--- config.mk ---
export PLATFORM = sky130hd
export DESIGN_NAME = doubling_subtract_divider
export DESIGN_NICKNAME = d
export VERILOG_FILES = /design/src/rtl/dsd_pkg.sv /design/src/rtl/dsd_ctrl.sv /design/src/rtl/dsd_datapath.sv /design/src/rtl/doubling_subtract_divider.sv
export SDC_FILE = /design/constraint.sdc
export NUM_CORES = 1
export LEC_CHECK = 0
export BUFFER_PORTS_ARGS = -buffer_cell sky130_fd_sc_hd__buf_2
export CAP_MARGIN = 0
export CORE_MARGIN = 8
export CORE_UTILIZATION = 61
export CTS_CLUSTER_DIAMETER = 200
export CTS_CLUSTER_SIZE = 10
export DETAILED_ROUTE_END_ITERATION = 8
export PLACE_DENSITY = 0.85
export SLEW_MARGIN = 10
export SYNTH_ARGS = -nofsm -noshare
export SYNTH_HDL_FRONTEND = slang
export SYNTH_SLANG_ARGS = --single-unit
--- constraint.sdc ---
create_clock -name clk -period 9.52 [get_ports clk]
set_input_delay 0.476 -clock clk [delete_from_list [all_inputs] [get_ports clk]]
set_output_delay 0.476 -clock clk [all_outputs]
set_load 0.02 [all_outputs]
--- src/rtl/dsd_pkg.sv ---
// ----------------------------------------------------------------------------
// dsd_pkg
// Shared types for the shift-subtract divider: controller state, command and
// status bundles passed between controller and datapath.
// ----------------------------------------------------------------------------
`default_nettype none

package dsd_pkg;

    typedef enum logic [1:0] {
        ST_IDLE,
        ST_BUSY,
        ST_FINISH
    } state_t;

    // controller -> datapath
    typedef struct packed {
        logic load;   // capture operands of an accepted transaction
        logic step;   // one restoring-division iteration
        logic emit;   // move result into the output register
    } cmd_t;

    // datapath -> controller
    typedef struct packed {
        logic div_zero;  // incoming divisor is zero
        logic out_busy;  // output register holds a stalled result
    } status_t;

endpackage

`default_nettype wire

--- src/rtl/dsd_ctrl.sv ---
// ----------------------------------------------------------------------------
// dsd_ctrl
// Sequencer for the divider: accepts a transaction, runs WIDTH iterations of
// the datapath (none for zero divisor) and fills the output register.
// ----------------------------------------------------------------------------
`default_nettype none

module dsd_ctrl #(
    parameter int WIDTH = 31
) (
    input  wire              clk,
    input  wire              rst_n,
    input  wire              in_valid,
    output logic             in_stall,
    input  dsd_pkg::status_t status,
    output dsd_pkg::cmd_t    cmd
);
    import dsd_pkg::*;

    localparam int CW = $clog2(WIDTH);
    localparam logic [CW-1:0] LAST = CW'(WIDTH - 1);

    state_t        state_reg, state_next;
    logic [CW-1:0] cnt_reg, cnt_next;
    logic          accept;
    logic          last;

    assign accept = in_valid && !in_stall;
    assign last   = (cnt_reg == LAST);

    // next state
    always_comb
    begin
        state_next = state_reg;
        case (state_reg)
            ST_IDLE:
            begin
                if (accept)
                begin
                    state_next = status.div_zero ? ST_FINISH : ST_BUSY;
                end
            end
            ST_BUSY:
            begin
                if (last)
                begin
                    state_next = ST_FINISH;
                end
            end
            ST_FINISH:
            begin
                if (!status.out_busy)
                begin
                    state_next = ST_IDLE;
                end
            end
            default:
            begin
                state_next = ST_IDLE;
            end
        endcase
    end

    // outputs
    always_comb
    begin
        in_stall = 1'b1;
        cmd      = '0;
        case (state_reg)
            ST_IDLE:
            begin
                in_stall = 1'b0;
                cmd.load = in_valid;
            end
            ST_BUSY:
            begin
                cmd.step = 1'b1;
            end
            ST_FINISH:
            begin
                cmd.emit = !status.out_busy;
            end
            default:
            begin
                in_stall = 1'b1;
            end
        endcase
    end

    // iteration counter
    always_comb
    begin
        cnt_next = cnt_reg;
        if (cmd.load)
        begin
            cnt_next = '0;
        end
        else if (cmd.step)
        begin
            cnt_next = cnt_reg + 1'b1;
        end
    end

    always_ff @(posedge clk or negedge rst_n)
    begin
        if (!rst_n)
        begin
            state_reg <= ST_IDLE;
            cnt_reg   <= '0;
        end
        else
        begin
            state_reg <= state_next;
            cnt_reg   <= cnt_next;
        end
    end

endmodule

`default_nettype wire

--- src/rtl/dsd_datapath.sv ---
// ----------------------------------------------------------------------------
// dsd_datapath
// Restoring division datapath: partial remainder and quotient shift registers,
// one trial subtract per step, and the output register.
// ----------------------------------------------------------------------------
`default_nettype none

module dsd_datapath #(
    parameter int WIDTH = 31
) (
    input  wire              clk,
    input  wire              rst_n,
    input  dsd_pkg::cmd_t    cmd,
    output dsd_pkg::status_t status,
    input  wire [WIDTH-1:0]  dividend,
    input  wire [WIDTH-1:0]  divisor,
    output logic             out_valid,
    input  wire              out_stall,
    output logic [WIDTH-1:0] quotient,
    output logic [WIDTH-1:0] remainder,
    output logic             divide_by_zero
);
    import dsd_pkg::*;

    logic [WIDTH-1:0] rem_reg, rem_next;
    logic [WIDTH-1:0] quo_reg, quo_next;
    logic [WIDTH-1:0] den_reg, den_next;
    logic             dz_reg, dz_next;
    logic             out_valid_reg, out_valid_next;
    logic [WIDTH-1:0] q_out_reg, q_out_next;
    logic [WIDTH-1:0] r_out_reg, r_out_next;
    logic             dz_out_reg, dz_out_next;

    logic [WIDTH:0]   trial;
    logic [WIDTH+1:0] diff;
    logic             fits;

    assign status.div_zero = (divisor == '0);
    assign status.out_busy = out_valid_reg && out_stall;

    // trial subtract: shift next dividend bit into the partial remainder
    assign trial = {rem_reg, quo_reg[WIDTH-1]};
    assign diff  = {1'b0, trial} - {2'b00, den_reg};
    assign fits  = !diff[WIDTH+1];

    // working registers
    always_comb
    begin
        rem_next = rem_reg;
        quo_next = quo_reg;
        den_next = den_reg;
        dz_next  = dz_reg;
        if (cmd.load)
        begin
            // zero divisor skips the iterations: result is staged directly
            rem_next = status.div_zero ? dividend : '0;
            quo_next = status.div_zero ? '0 : dividend;
            den_next = divisor;
            dz_next  = status.div_zero;
        end
        else if (cmd.step)
        begin
            rem_next = fits ? diff[WIDTH-1:0] : trial[WIDTH-1:0];
            quo_next = {quo_reg[WIDTH-2:0], fits};
        end
    end

    // output register
    always_comb
    begin
        out_valid_next = out_valid_reg;
        q_out_next     = q_out_reg;
        r_out_next     = r_out_reg;
        dz_out_next    = dz_out_reg;
        if (cmd.emit)
        begin
            out_valid_next = 1'b1;
            q_out_next     = quo_reg;
            r_out_next     = rem_reg;
            dz_out_next    = dz_reg;
        end
        else if (!out_stall)
        begin
            out_valid_next = 1'b0;
        end
    end

    always_ff @(posedge clk or negedge rst_n)
    begin
        if (!rst_n)
        begin
            out_valid_reg <= 1'b0;
        end
        else
        begin
            out_valid_reg <= out_valid_next;
        end
    end

    always_ff @(posedge clk)
    begin
        rem_reg    <= rem_next;
        quo_reg    <= quo_next;
        den_reg    <= den_next;
        dz_reg     <= dz_next;
        q_out_reg  <= q_out_next;
        r_out_reg  <= r_out_next;
        dz_out_reg <= dz_out_next;
    end

    assign out_valid      = out_valid_reg;
    assign quotient       = q_out_reg;
    assign remainder      = r_out_reg;
    assign divide_by_zero = dz_out_reg;

endmodule

`default_nettype wire

--- src/rtl/doubling_subtract_divider.sv ---
// ----------------------------------------------------------------------------
// doubling_subtract_divider
// Unsigned integer divider returning quotient, remainder and a zero-divisor
// flag for each transaction.
// ----------------------------------------------------------------------------
// One transaction is divided at a time by a restoring shift-subtract loop that
// retires one quotient bit per cycle: after acceptance the subtract unit runs
// WIDTH iterations, then the result is handed to the output register and the
// divider returns to idle for the next acceptance. A zero divisor skips the
// loop; it returns quotient 0, remainder equal to the dividend and
// divide_by_zero set. The result sits in an output register, so a new
// transaction is accepted while an earlier result is still stalled; a
// finished result waits for that register.
`default_nettype none

module doubling_subtract_divider #(
    parameter int WIDTH = 31
) (
    input  wire              clk,
    input  wire              rst_n,
    input  wire              in_valid,
    output logic             in_stall,
    input  wire [WIDTH-1:0]  dividend,
    input  wire [WIDTH-1:0]  divisor,
    output logic             out_valid,
    input  wire              out_stall,
    output logic [WIDTH-1:0] quotient,
    output logic [WIDTH-1:0] remainder,
    output logic             divide_by_zero
);
    import dsd_pkg::*;

    cmd_t    cmd;
    status_t status;

    dsd_ctrl #(
        .WIDTH (WIDTH)
    ) u_ctrl (
        .clk      (clk),
        .rst_n    (rst_n),
        .in_valid (in_valid),
        .in_stall (in_stall),
        .status   (status),
        .cmd      (cmd)
    );

    dsd_datapath #(
        .WIDTH (WIDTH)
    ) u_datapath (
        .clk            (clk),
        .rst_n          (rst_n),
        .cmd            (cmd),
        .status         (status),
        .dividend       (dividend),
        .divisor        (divisor),
        .out_valid      (out_valid),
        .out_stall      (out_stall),
        .quotient       (quotient),
        .remainder      (remainder),
        .divide_by_zero (divide_by_zero)
    );

endmodule

`default_nettype wire

==> reports/results.tsv, run 1 <==
metric	value	unit
Avg WL per Cell	20.00	um
post-route ant nets	0	
critical path peak fanout	38	
Final setup viols	0	
width of the die	131.0	um
Critical Path RT	9.78	ns
Peak supply drop	148.0	uV
YS warnings	0	
Die ar.	17150	um2
met1 wire length	8.666	mm
Core Util, Final	72.03	%
CTS Buf Count	17	
Slew HR	42.87	%
Syn Nets	767	
Buffers on Ports	130	
vias per cell	6.080	
highest clock rate	291.2	MHz
n_diodes	0	
Seq/Total Area, Yosys	60.96	%
number of synthesized register bits	165	
Yosys cell types	71	
delay-heaviest family, CP	simple AND/OR/NAND/NOR gates	
top layer in use	met4	
layout cells sized above 1	22.52	%
largest net degree at the start of global routing	69	
number of global-route vias before repair	5678	
H-Tree Depth	4	
Tmin final	3.434	ns
worst clock skew	0.01087	ns
# Post-CTS Setup Buffers	0	
syn_area_per_cell	12.09	um2
P per Cell Area	394.8	nW/um2
global-route wire length before repair	30.28	mm
dominant synthesized flop cell	edfxtp_1	
post-synth top area share	58.47	%
Post-CTS Resized	0	
Max-cap violations	0	
area growth from synthesis to layout	16.90	%
fin nets	895	
Worst Max-Slew Pin Slew	0.8560	ns
Max stage delay cell, worst path	or4bb_1	
die extent in y	131.0	um
main area contributors after synthesis	edfxtp_1 58%, ha_1 5.1%, nand2_1 3.8%, o21ai_0 3.2%, dfrtp_1 2.5%	
RSZ-0062 raised after global routing	false	
CTS Buffer Depth	2	
Crit Path Class	reg -> reg	
row count	42	
Final Cycle Share	36.07	%
CTS sink count	165	
Post-synth EDFFs	157	
Slew Viols, Final	0	
Pre-antenna DRT Iters	5	
commonest cells after routing, fill and taps aside	157 x edfxtp_1, 130 x buf_2, 80 x nand2_1	
grt ovf	0	
metal2 WL	8.945	mm
Cell Area, Synth	8063	um2
root buffer cell	clkbuf_16	
Critical Path Max Stage Delay	0.66	ns
Worst setup EP type	flop	
Post-synth ARST share	4.848	%
cts hold-fix bufs	1	
initial antenna violation count	0	
Arr. time, crit path	3.70	ns
DR iter-0 viols	609	
leakage power total	0.003771	uW
core area	13090	um2
Hold Vio Cnt, Final	0	
initial core utilization	61.62	%
total track usage	23.69	%
CTS tree	built	
commonest non-fill, non-tap cell in the layout	edfxtp_1	
status	complete, no violations	
WL met3	1.747	mm
crit-path cells	inv_1 -> ha_1 -> fa_1 -> nand2b_1 -> a21oi_4 -> o211ai_4 -> a211o_2 -> nand4_4 -> nand2_2 -> or4bb_1 -> o211ai_1	
Hold Path Class	in -> reg	
clock latency on the worst-skew pair	0.43	ns
Post-DP HPWL	14.41	mm
Detailed Route WL	19.68	mm
TNS Setup	0	ns
DRC	0	
GPL Wtd Cong	0.9381	
Synth area leader	edfxtp_1	
# IOs	131	
Synth Instances	667	
WP buf/inv	1	
Clock transition at path regs	0.06	ns
Worst Setup Start Kind	flop	
vias	5983	
==> worst reg2reg max path, cell delays in order (launching register included) <==
cell	delay, ns
edfxtp_1	0.35
inv_1	0.06
ha_1	0.21
fa_1	0.41
nand2b_1	0.21
a21oi_4	0.20
o211ai_4	0.12
a211o_2	0.33
nand4_4	0.14
nand2_2	0.46
or4bb_1	0.66
o211ai_1	0.10
==> final cells by class <==
type,count,area (um2)
Multi-Input combinational cell,436,2884
Sequential cell,165,4915
Fill cell,880,3660
Timing Repair Buffer,135,690.7
Tap cell,176,220.2
Clock inverter,12,128.9
Clock buffer,20,436.7
Inverter,40,150.1
==> power breakdown <==
part / switching (uW) / total [uW] / leakage, uW / internal (uW)
combinational: 1040 / 1650 / 0.00190 / 612
sequential: 166 / 1410 / 0.00160 / 1240
clock: 275 / 661 / 0.000274 / 386
total: 1480 / 3720 / 0.00377 / 2240
==> logic make-up (layout without fill, tap and decap cells) <==
| family | Yosys count | count (layout) | synth area share, % |
|---|---|---|---|
| adder cells (fa/ha/maj) | 34 | 34 | 5.369 |
| buffers and inverters | 66 | 207 | 3.476 |
| XOR/XNOR | 26 | 26 | 2.824 |
| flip-flops | 165 | 165 | 60.96 |
| AO/OA/AOI/OAI | 157 | 157 | 13.50 |
| AND/OR/NAND/NOR | 208 | 208 | 12.51 |
| multiplexers | 11 | 11 | 1.366 |
==> routing by layer <==
| layer | up-vias | GRT usage [%] |
|---|---|---|
| li1 | 2772 | - |
| met1 | 2866 | 33.45 |
| met2 | 320 | 36.19 |
| met3 | 25 | 4.911 |
| met4 | 0 | 7.225 |
| met5 | - | 0 |
==> through the flow <==
| stage | hold WS, ns | setup WS, ns | instances | area, um2 | power (uW) |
|---|---|---|---|---|---|
| after CTS | 0.2224 | 6.109 | 984 | 9425 | 3699 |
| after global routing | 0.2236 | 5.937 | 984 | 9425 | 3928 |
| final | 0.2340 | 6.086 | 984 | 9425 | 3721 |
| after global placement | 0.3180 | 6.203 | 951 | 8850 | 2970 |
| after detailed placement | 0.3258 | 6.132 | 951 | 8850 | 3032 |
| after floorplan | 0.1804 | 5.373 | 667 | 8063 | 2617 |
==> worst paths after layout <==
kind                                   startpoint                        end  slack (ns)  depth (start not counted)
hold reg to reg                 u_datapath.dz_reg  u_datapath.divide_by_zero        0.43                          0
setup reg to reg           u_datapath.quo_reg[30]      u_datapath.rem_reg[6]        6.09                         11
setup / recovery           u_datapath.quo_reg[30]      u_datapath.rem_reg[6]        6.09                         11
max in group asynchronous                   rst_n       u_datapath.out_valid        8.91                          2
hold / removal                         divisor[6]      u_datapath.den_reg[6]        0.23                          1
min in group asynchronous                   rst_n          u_ctrl.cnt_reg[3]        0.45                          2
==> Yosys cell counts (all sizes together), types with 12 or more instances <==
library cell  instances
edfxtp              157
nand2                85
o21ai                53
inv                  40
ha                   33
nor2                 32
nand3                27
a21oi                21
o211ai               20
clkbuf               18
xnor2                15
a21o                 13
nand4                12
No activity file was read; power rests on OpenSTA's default activity.
==> inputs of run 2 (changes only) <==
CORE_UTILIZATION = 57   (was 61)
PLACE_DENSITY = 0.8   (was 0.85)
clock period = 3.2 ns   (was 9.52 ns; I/O delays follow)
==> run 2 against run 1 <==
Sequential share of layout area is 2.4 points lower. Non-clock buffer count is 42 higher. Count of clock-buffer cells in the layout is 3 lower. Clock skew is 0.0032 ns lower. Worst setup slack worse by 6.0 ns. Flip-flop and latch count stayed put. Core utilization is 0.57 points lower. Power grew to 3.1 times the previous value. Critical endpoint unchanged.
==> reports/results.tsv, run 2 (synthesis results as in run 1) <==
metric	value	unit	change
RSZ-0062 raised after global routing	true		was false
total track usage	23.42	%	was 23.69%
root buffer cell	clkbuf_16		unchanged
Slew Viols, Final	0		unchanged
core area	13830	um2	was 13090 um2
number of global-route vias before repair	6063		was 5678
area growth from synthesis to layout	22.55	%	was 16.90%
Peak supply drop	463.9	uV	was 148.0 uV
reg2reg path depth	11		unchanged
DR iter-0 viols	510		was 609
CTS Buf Count	17		unchanged
pre-CTS setup slack	0.1276	ns	was 6.132 ns
row count	43		was 42
global route hottest layer	met2		unchanged
GPL Wtd Cong	0.9137		was 0.9381
H-Tree Depth	4		unchanged
Arr. time, crit path	3.34	ns	was 3.70 ns
Hold Path Class	in -> reg		unchanged
fin nets	937		was 895
CTS Buffer Depth	2		unchanged
Core Util, Final	71.46	%	was 72.03%
Clock transition at path regs	0.07	ns	was 0.06 ns
die extent in y	134.9	um	was 131.0 um
worst clock skew	0.007678	ns	was 0.01087 ns
Worst Setup Start Kind	flop		unchanged
Min-Delay Path Depth	3		was 1
CTS sink count	165		unchanged
Post-DP Area	8942	um2	was 8850 um2
Buffers on Ports	130		unchanged
layout cells sized above 1	22.94	%	was 22.52%
Crit Path Class	reg -> reg		unchanged
TNS Setup	0	ns	unchanged
commonest cells after routing, fill and taps aside	157 x edfxtp_1, 130 x buf_2, 80 x nand2_1		unchanged
vias	6140		was 5983
n_diodes	0		unchanged
grt met1 use	32.32	%	was 33.45%
global-route wire length before repair	32.86	mm	was 30.28 mm
multi-input logic area	2892	um2	was 2884 um2
Worst Max-Slew Pin Slew	0.8115	ns	was 0.8560 ns
M2 GR Usage	35.75	%	was 36.19%
# Post-CTS Setup Buffers	0		unchanged
largest net degree at the start of global routing	64		was 69
met3 Use GR	5.758	%	was 4.911%
Final setup viols	0		unchanged
Worst setup EP type	flop		unchanged
slack of the critical path	0.1184	ns	was 6.086 ns
Critical Path RT	3.45	ns	was 9.78 ns
initial antenna violation count	0		unchanged
Hold Vio Cnt, Final	0		unchanged
Max-cap violations	0		unchanged
commonest non-fill, non-tap cell in the layout	edfxtp_1		unchanged
CTS tree	built		unchanged
Post-DP HPWL	15.15	mm	was 14.41 mm
clock latency on the worst-skew pair	0.43	ns	about the same
DRC	0		unchanged
P per Cell Area	1160	nW/um2	was 394.8 nW/um2
Slew HR	45.90	%	was 42.87%
post-route ant nets	0		unchanged
Hold WS	0.05482	ns	was 0.2340 ns
highest clock rate	324.5	MHz	was 291.2 MHz
final instance area	9881	um2	was 9425 um2
Die ar.	18210	um2	was 17150 um2
Final Cycle Share	96.30	%	was 36.07%
Avg WL per Cell	20.44	um	was 20.00 um
# IOs	131		unchanged
status	complete, no violations		unchanged
vias per cell	5.961		was 6.080
width of the die	134.9	um	was 131.0 um
Detailed Route WL	21.05	mm	was 19.68 mm
Fillers	927		was 880
critical path peak fanout	8		was 38
Seq. cell area	4915	um2	unchanged
Pre-antenna DRT Iters	5		unchanged
Tmin final	3.082	ns	was 3.434 ns
leakage power total	0.003975	uW	was 0.003771 uW
grt ovf	0		unchanged
initial core utilization	58.31	%	was 61.62%
run 2: cell count changes in the layout (fill, tap and decap cells not counted), moves of 2 or more:
cell | previous run | this run
dlygate4sd3_1 | 1 | 33
buf_4 | 4 | 13
clkbuf_1 | 3 | 0
clkinv_4 | 3 | 0
inv_8 | 0 | 2
run 2: routing by layer:
| metal | vias to the layer above | share of wire [%] |
|---|---|---|
| met5 | - | 0 |
| met4 | 0 | 1.4 |
| met3 | 24 | 9.8 |
| met2 | 324 | 45 |
| met1 | 2929 | 44 |
| li1 | 2863 | - |
run 2: cell type report:
class                      instances  share of cell area, %
sequential                       165                  49.74
multi-input combinational        436                  29.26
timing repair buffer             177                  11.12
clock buffer                      17                  4.305
tap                              180                  2.279
clock inverter                    15                  1.773
inverter                          40                  1.520
run 2: worst max-delay path: stages, from the launching register on:
cell	delay [ns]
edfxtp_1	0.37
inv_1	0.07
ha_1	0.22
fa_1	0.40
nand2b_1	0.21
a21oi_4	0.20
o211ai_4	0.13
a211o_2	0.34
nand4_4	0.17
nand2_4	0.12
or4bb_1	0.55
o211ai_1	0.13
run 2: path summary, 6_finish.rpt:
| kind | to | from | slack [ns] |
|---|---|---|---|
| min in group asynchronous | u_datapath.out_valid | rst_n | 0.10 |
| hold reg to reg | u_datapath.divide_by_zero | u_datapath.dz_reg | 0.43 |
| setup / recovery | u_datapath.rem_reg[6] | u_datapath.quo_reg[30] | 0.12 |
| setup reg to reg | u_datapath.rem_reg[6] | u_datapath.quo_reg[30] | 0.12 |
| hold / removal | u_datapath.rem_reg[9] | dividend[9] | 0.05 |
| max in group asynchronous | u_ctrl.cnt_reg[4] | rst_n | 2.94 |
run 2: where the power goes:
part | switching, uW | internal [uW]
clock | 867 | 1230
sequential | 518 | 3690
combinational | 3190 | 1970
total | 4570 | 6890
run 2: timing repair:
item / in CTS / in global routing
gates resized for setup: 0 / 2
hold endpoints to repair: 40 / 0
hold buffers: 33 / 0
setup endpoints to repair: 0 / 15
run 2: through the flow:
step | power (uW) | instances
global route | 12090 | 1030
finish | 11460 | 1030
floorplan | 7776 | 667
detailed placement | 9191 | 965
global placement | 9052 | 965
CTS | 11360 | 1030
==> inputs of run 3 (changes only) <==
RECOVER_POWER = 50   (was default)
==> run 3 against run 2 <==
The flow now finishes with violations (max-capacitance violations, max-slew violations). Worst setup slack lost 0.0033 ns. Clock power is essentially flat. Power shrank 0.57%. Count of clock-buffer cells in the layout is the same. Cell area shrank 1.2%. Routed wire length is essentially flat. Critical path type unchanged. Critical endpoint unchanged.
==> reports/results.tsv, run 3 (synthesis results as in run 1) <==
metric	value	unit	change
Final setup viols	0		unchanged
P per Cell Area	1167	nW/um2	was 1160 nW/um2
total track usage	23.42	%	unchanged
TNS Setup	0	ns	unchanged
GPL Wtd Cong	0.9137		unchanged
Max-cap violations	1		was 0
Worst Max-Slew Pin Slew	1.595	ns	was 0.8115 ns
pre-CTS setup slack	0.1276	ns	unchanged
Buffers on Ports	130		unchanged
worst clock skew	0.006730	ns	was 0.007678 ns
H-Tree Depth	4		unchanged
CTS tree	built		unchanged
Slew Viols, Final	64		was 0
slack of the critical path	0.1151	ns	was 0.1184 ns
# IOs	131		unchanged
vias	6151		was 6140
grt ovf	0		unchanged
WP buf/inv	1		unchanged
failing checks	max-capacitance violations, max-slew violations		
Critical Path RT	3.45	ns	about the same
fin nets	937		unchanged
n_diodes	0		unchanged
CTS sink count	165		unchanged
area growth from synthesis to layout	21.14	%	was 22.55%
status	finished with violations		was complete, no violations
Detailed Route WL	21.05	mm	about the same
width of the die	134.9	um	unchanged
Clock transition at path regs	0.07	ns	about the same
Hold Path Class	in -> reg		unchanged
delay-heaviest family, CP	simple AND/OR/NAND/NOR gates		unchanged
vias per cell	5.972		was 5.961
Critical Path Max Stage Delay	0.55	ns	about the same
critical path peak fanout	8		unchanged
commonest non-fill, non-tap cell in the layout	edfxtp_1		unchanged
commonest cells after routing, fill and taps aside	157 x edfxtp_1, 85 x clkbuf_1, 81 x nand2_1		was 157 x edfxtp_1, 130 x buf_2, 80 x nand2_1
post-route ant nets	0		unchanged
CTS Buf Count	17		unchanged
DR iter-0 viols	525		was 510
Crit Path Class	reg -> reg		unchanged
initial core utilization	58.31	%	unchanged
initial antenna violation count	0		unchanged
root buffer cell	clkbuf_16		unchanged
Worst setup EP type	flop		unchanged
Peak supply drop	468.2	uV	was 463.9 uV
RSZ-0062 raised after global routing	true		unchanged
global-route wire length before repair	32.86	mm	unchanged
layout cells sized above 1	12.82	%	was 22.94%
Final Cycle Share	96.40	%	was 96.30%
clock latency on the worst-skew pair	0.43	ns	about the same
cell-internal power	6834	uW	was 6891 uW
NetSw	4564	uW	was 4573 uW
largest net degree at the start of global routing	64		unchanged
Slew HR	-6.319	%	was 45.90%
Post-DP HPWL	15.15	mm	unchanged
DRC	0		unchanged
Tmin final	3.085	ns	was 3.082 ns
switching share of power	40.04	%	was 39.89%
leakage power total	0.003737	uW	was 0.003975 uW
Combinational Power Share	44.6	%	was 45.0%
Die ar.	18210	um2	unchanged
Avg WL per Cell	20.44	um	about the same
Worst Setup Start Kind	flop		unchanged
Arr. time, crit path	3.34	ns	about the same
number of global-route vias before repair	6063		unchanged
row count	43		unchanged
Max stage delay cell, worst path	or4bb_1		unchanged
Hold Vio Cnt, Final	0		unchanged
crit-path cells	inv_1 -> ha_1 -> fa_1 -> nand2b_1 -> a21oi_4 -> o211ai_4 -> a211o_2 -> nand4_4 -> nand2_4 -> or4bb_1 -> o211ai_1		unchanged
core area	13830	um2	unchanged
highest clock rate	324.2	MHz	was 324.5 MHz
die extent in y	134.9	um	unchanged
CTS Buffer Depth	2		unchanged
Pre-antenna DRT Iters	5		unchanged
Clock Power Share	18.4	%	was 18.3%
sequential share of power	37.0	%	was 36.7%
run 3: cell count changes in the layout (fill, tap and decap cells not counted):
cell,delta
buf_2,-84
buf_4,-2
clkbuf_2,+1
nand2_1,+1
clkbuf_1,+85
nand2_2,-1
run 3: layout make-up:
cell class / instances / area, um2
timing repair buffer: 177 / 987.2
clock inverter: 15 / 175.2
multi-input combinational: 436 / 2889
clock buffer: 17 / 425.4
fill: 986 / 4060
sequential: 165 / 4915
tap: 180 / 225.2
inverter: 40 / 150.1
run 3: worst reg2reg max path: cells and delay by family (launching register included):
| family | cells | cell delay (ns) |
|---|---|---|
| buffers and inverters | 1 | 0.07 |
| adders and majority gates | 2 | 0.62 |
| AOI/OAI and AO/OA | 4 | 0.81 |
| and+or+nand+nor | 4 | 1.05 |
| DFF | 1 | 0.37 |
run 3: timing repair:
item,CTS,global route
setup endpoints to repair,0,15
hold buffers,33,0
hold endpoints to repair,40,0
buffers inserted,0,0
resized for setup,0,2
run 3: worst paths after layout:
| kind | start | to | slack, ns | cells after the start |
|---|---|---|---|---|
| worst max-delay path | u_datapath.quo_reg[30] | u_datapath.rem_reg[6] | 0.12 | 11 |
| worst min-delay path | dividend[3] | u_datapath.rem_reg[3] | 0.06 | 3 |
| worst max register to register | u_datapath.quo_reg[30] | u_datapath.rem_reg[6] | 0.12 | 11 |
| worst min register to register | u_datapath.dz_reg | u_datapath.divide_by_zero | 0.43 | 0 |
| max in group asynchronous | rst_n | u_ctrl.cnt_reg[4] | 2.73 | 2 |
| min in group asynchronous | rst_n | u_ctrl.state_reg[1] | 0.17 | 2 |
run 3: per-stage QoR:
step	hold slack [ns]	area, um2	total power [uW]	util, %	instances
floorplan	-0.1356	8066	7776	-	667
global route	0.08962	9767	12040	70.64	1030
finish	0.05747	9767	11400	70.64	1030
detailed placement	0.007342	8942	9191	64.67	965
global placement	0.004379	8942	9052	64.67	965
CTS	0.03997	9873	11360	71.41	1030
run 3: metal layers:
metal	GRT usage [%]	up-vias	wire length, um
met5	0	-	0
met2	35.75	316	9520
met4	7.279	0	274
met3	5.758	21	2055
li1	-	2858	-
met1	32.32	2956	9201
run 3: power groups by stage:
| stage | Sequential [uW] | Clock, uW | Combinational [uW] |
|---|---|---|---|
| CTS | 4190 | 2110 | 5070 |
| finish | 4220 | 2090 | 5090 |
| global route | 4290 | 2180 | 5570 |
| global placement | 4170 | 0 | 4880 |
| floorplan | 4260 | 0 | 3510 |
| detailed placement | 4210 | 0 | 4980 |
